File: config.mk
export PLATFORM = sky130hd
export DESIGN_NAME = cmlb_alloc
export DESIGN_NICKNAME = d
export VERILOG_FILES = /design/src/rtl/cmlb_pkg.sv /design/src/rtl/cmlb_alloc.sv
export SDC_FILE = /design/constraint.sdc
export NUM_CORES = 1
export LEC_CHECK = 0
export CAP_MARGIN = 10
export CORE_MARGIN = 5
export CORE_UTILIZATION = 38
export DETAILED_ROUTE_END_ITERATION = 7
export DONT_BUFFER_PORTS = 1
export GPL_ROUTABILITY_DRIVEN = 0
export GPL_TIMING_DRIVEN = 1
export PLACE_DENSITY_LB_ADDON = 0.1
export SYNTH_ARGS = -nofsm -noshare
export SYNTH_HDL_FRONTEND = slang
export SYNTH_SLANG_ARGS = --single-unit
File: constraint.sdc
create_clock -name vclk -period 26.9
set_input_delay 8.07 -clock vclk [all_inputs]
set_output_delay 8.07 -clock vclk [all_outputs]
set_load 0.01 [all_outputs]
File: src/rtl/cmlb_pkg.sv
`timescale 1ns / 1ps
// Shared constants and types for the circular message log buffer.
// No dependencies; imported by cmlb_alloc, the top module and the testbench.
package cmlb_pkg;

  // log geometry
  localparam int LOG_SIZE   = 4096;
  localparam int STAMP_ROOM = 24;
  localparam int HALF_SIZE  = LOG_SIZE / 2;
  localparam int AW         = $clog2(LOG_SIZE);      // memory address bits
  localparam int PW         = AW + 1;                // position bits, 0..LOG_SIZE
  localparam int KW         = $clog2(HALF_SIZE + 1); // kept length bits
  localparam int LW         = 16;                    // message length field
  localparam int CW         = 32;                    // entry counter

  localparam logic [7:0] NEWLINE = 8'h0A;

  // stream payload widths
  localparam int IN_DW  = 24;
  localparam int IN_UW  = 2;
  localparam int OUT_DW = 56;
  localparam int OUT_UW = 1;

  // item function selector
  typedef enum logic [1:0] {
    FN_APPEND = 2'd0,
    FN_CLEAR  = 2'd1,
    FN_RSTART = 2'd2,
    FN_RNEXT  = 2'd3
  } func_t;

  // message status codes
  localparam logic [1:0] STAT_OK    = 2'd0;
  localparam logic [1:0] STAT_TRUNC = 2'd1;
  localparam logic [1:0] STAT_FULL  = 2'd2;

  // sequencer states
  typedef enum logic [1:0] {
    S_IDLE,
    S_SCAN,
    S_RDATA
  } state_t;

  // placement decision for a new message
  typedef struct packed {
    logic [KW-1:0] keep_len;
    logic [PW-1:0] base;
    logic [PW-1:0] wp_new;
    logic [PW-1:0] em_new;
    logic [1:0]    status;
    logic          drop;
  } alloc_t;

endpackage

File: src/rtl/cmlb_alloc.sv
`timescale 1ns / 1ps
// Placement of a new message: kept length, base, new write position, end mark, status and drop.
// Depends on cmlb_pkg.
module cmlb_alloc (
  input  logic [cmlb_pkg::LW-1:0] msg_len,
  input  logic [cmlb_pkg::PW-1:0] write_pos,
  input  logic [cmlb_pkg::PW-1:0] end_mark,
  input  logic                    log_mode,
  output cmlb_pkg::alloc_t        alloc
);
  import cmlb_pkg::*;

  logic [KW-1:0] len_cap;
  logic          over_half;
  logic [PW:0]   span;
  logic [PW:0]   stamp_end;
  logic          no_fit;
  logic          room_left;
  logic [PW-1:0] tail_len;

  // cap the message at half the log
  assign over_half = msg_len > LW'(HALF_SIZE);
  assign len_cap   = over_half ? KW'(HALF_SIZE) : msg_len[KW-1:0];

  // fit checks against the current write position
  assign span      = {1'b0, write_pos} + (PW+1)'(len_cap);
  assign no_fit    = span > (PW+1)'(LOG_SIZE);
  assign stamp_end = {1'b0, write_pos} + (PW+1)'(STAMP_ROOM);
  assign room_left = stamp_end < (PW+1)'(LOG_SIZE);
  assign tail_len  = PW'(LOG_SIZE) - write_pos;

  always_comb begin
    logic [PW-1:0] em;
    logic [PW-1:0] wp_end;
    em              = end_mark;
    alloc.keep_len  = len_cap;
    alloc.base      = write_pos;
    alloc.status    = over_half ? STAT_TRUNC : STAT_OK;
    alloc.drop      = 1'b0;
    if (no_fit) begin
      if (log_mode) begin
        // wrap to the start, old write position marks the end
        em         = write_pos;
        alloc.base = '0;
      end else if (room_left) begin
        // keep what fits up to the physical end
        alloc.keep_len = tail_len[KW-1:0];
        alloc.status   = STAT_TRUNC;
      end else begin
        alloc.keep_len = '0;
        alloc.status   = STAT_FULL;
        alloc.drop     = 1'b1;
      end
    end
    wp_end       = alloc.base + PW'(alloc.keep_len);
    alloc.wp_new = wp_end;
    alloc.em_new = (wp_end > em) ? wp_end : em;
  end

endmodule

==> impl_metrics.py <==
metrics = {
    "status": {
        "outcome": "finished clean",
    },
    "logic_synthesis": {
        "syn-num-nets": 488,
        "synth_top_cell_by_area": "ha_1",
        "synth_commonest_cells": "ha_1, nand2_1, inv_1, nor2_1",
        "synth.most_common_cell": "ha_1",
        "synthTopCellsByArea": "ha_1, xnor2_1, mux2i_1, nand2_1, a41oi_1",
        "synthCells": 407,
        "syn_avg_cell_area_um2": 7.16,
        "synth_cell_type_count": 61,
        "synth_top_area_share_pct": 15.5,
        "synth.cell_area_um2": 2920,
        "yosysWarnings": 0,
        "seq_area_frac_synth_pct": 0,
    },
    "finish": {
        "clkbuf_count": 0,
        "design_area_um2": 2940,
        "finalNonFillerCells": 489,
        "area_growth_syn_to_layout_pct": 0.987,
        "drive_above_1_share_pct": 4.13,
        "finalCoreUtilization_pct": 38.7,
        "n_antenna_cell": 0,
        "flops_and_latches": 0,
        "finalNetCount": 470,
        "regArea_um2": 0,
    },
    "grt": {
        "grt_pass1_vias": 2965,
        "grtUsageTotal_pct": 19.7,
        "antenna_found_initial": 0,
        "grt_pass1_wl_um": 15900,
        "grt_max_degree": 29,
        "grt-ovfl-total": 0,
    },
    "clocking": {
        "cts-resized-gates": 0,
        "hold_buffers": 0,
        "post_cts_buffers": 0,
    },
    "worst_setup_path": {
        "crit_type": "primary input to output port",
        "crit_fanout": 26,
        "cp.required_ns": 18.83,
        "max_stage_delay_ns": 0.62,
        "end_kind": "output port",
        "crit_slowest_cell": "or4_1",
        "crit_arrival_ns": 17.21,
        "crit_start": "msg_len[14]",
        "critPathLaunchType": "primary input",
        "worstSetupEndpoint": "alloc[9]",
    },
    "drt": {
        "wl_um": 10100,
        "first_pass_iters": 4,
        "drc": 0,
        "routed_via_density": 6.40,
        "antenna_left": 0,
        "drtIter0Drc": 173,
        "vias": 3131,
        "routedWlPerCell_um": 20.7,
    },
    "timing": {
        "min_period_ns": 25.28,
        "fin_crit_sh_pct": 94.0,
        "rsz0062_at_grt": "no",
        "drv_slew": 0,
        "finalHoldViolations": 0,
        "tightest_slew_ns": 0.738,
        "slew_headroom_pct": 50.8,
        "fin_tns_setup_ns": 0,
        "max_freq_mhz": 39.6,
        "setup_viol": 0,
    },
    "placement": {
        "dp_cells": 489,
        "dpl_cell_area_um2": 2940,
        "hpwl_um": 8340,
        "io_buffer_count": 0,
    },
    "pwr": {
        "peakVddDrop_uv": 18.5,
        "pwr_density_cell_nw_per_um2": 24.9,
        "leakage_nw": 1.30,
    },
    "floorplanning": {
        "die_area_um2": 9520,
        "die_w_um": 97.6,
        "start_util_pct": 38.3,
        "die_h_um": 97.6,
        "rows": 32,
        "io_pins": 97,
        "core_area_um2": 7610,
    },
    "min_path": {
        "hold_path.class": "primary input to output port",
        "hold_depth": 1,
    },
    "run": {
        "cap_viol_max_count": 0,
    },
}
[layout make-up]
class / instances / area [um2]
repair buffers: 5 / 37.5
fillers: 821 / 4660
well taps: 102 / 128
multi-input cells: 358 / 2690
inverters: 24 / 90.1
[routing by layer]
layer / global-route usage [%] / part of all wire [%] / wire (um)
met1: 28.2 / 46 / 4650
met3: 1.79 / 6.5 / 654
met2: 32.7 / 46 / 4630
met4: 2.98 / 1.7 / 167
met5: 0 / 0 / 0
[cell families (layout without fill, tap and decap cells)]
| kind of cell | count (synthesis) | count (layout) | synth area share, % |
|---|---|---|---|
| AND/OR/NAND/NOR | 147 | 147 | 27.7 |
| AO/OA/AOI/OAI | 132 | 132 | 34.6 |
| buffers and inverters | 49 | 29 | 7.77 |
| adder cells (fa/ha/maj) | 38 | 38 | 16.8 |
| XOR/XNOR | 25 | 25 | 7.51 |
| multiplexers | 16 | 16 | 5.62 |
[worst min path at each step]
stage / to / startpoint / slack (ns)
finish: alloc[29] / log_mode / 16.29
global placement: alloc[29] / log_mode / 16.30
CTS: alloc[29] / log_mode / 16.29
detailed placement: alloc[29] / log_mode / 16.29
global route: alloc[29] / log_mode / 16.30
floorplan: alloc[29] / write_pos[0] / 16.28
[power by group]
group	total, W	switching (W)	internal [W]
logic	0.0000733	0.0000441	0.0000292
clock network	0	0	0
registers	0	0	0
total	0.0000733	0.0000441	0.0000292
[through the flow]
stage / hold WS [ns] / setup WS [ns] / power [W]
floorplan: 16.28 / 2.86 / 0.0000607
global placement: 16.30 / 1.97 / 0.0000725
detailed placement: 16.29 / 1.63 / 0.0000726
CTS: 16.29 / 1.63 / 0.0000730
global route: 16.30 / 0.969 / 0.0000801
finish: 16.29 / 1.62 / 0.0000733
[worst max-delay path: cells and delay by family]
family	cells	cell delay, ns
AOI/OAI and AO/OA	11	2.58
xor gates and xnor gates	2	0.58
adders and majority gates	5	1.58
buffers and inverters	4	0.42
muxes	1	0.48
and+or+nand+nor	12	3.47
[placed cells by master (no fill, tap or decap), types with 13 or more instances in the layout]
master,instances
a41oi_1,14
inv_1,24
a21oi_1,18
and2_1,17
xnor2_1,18
nor2_1,20
nand2_1,33
ha_1,36
mux2i_1,13
No activity file was read; power rests on OpenSTA's default activity.
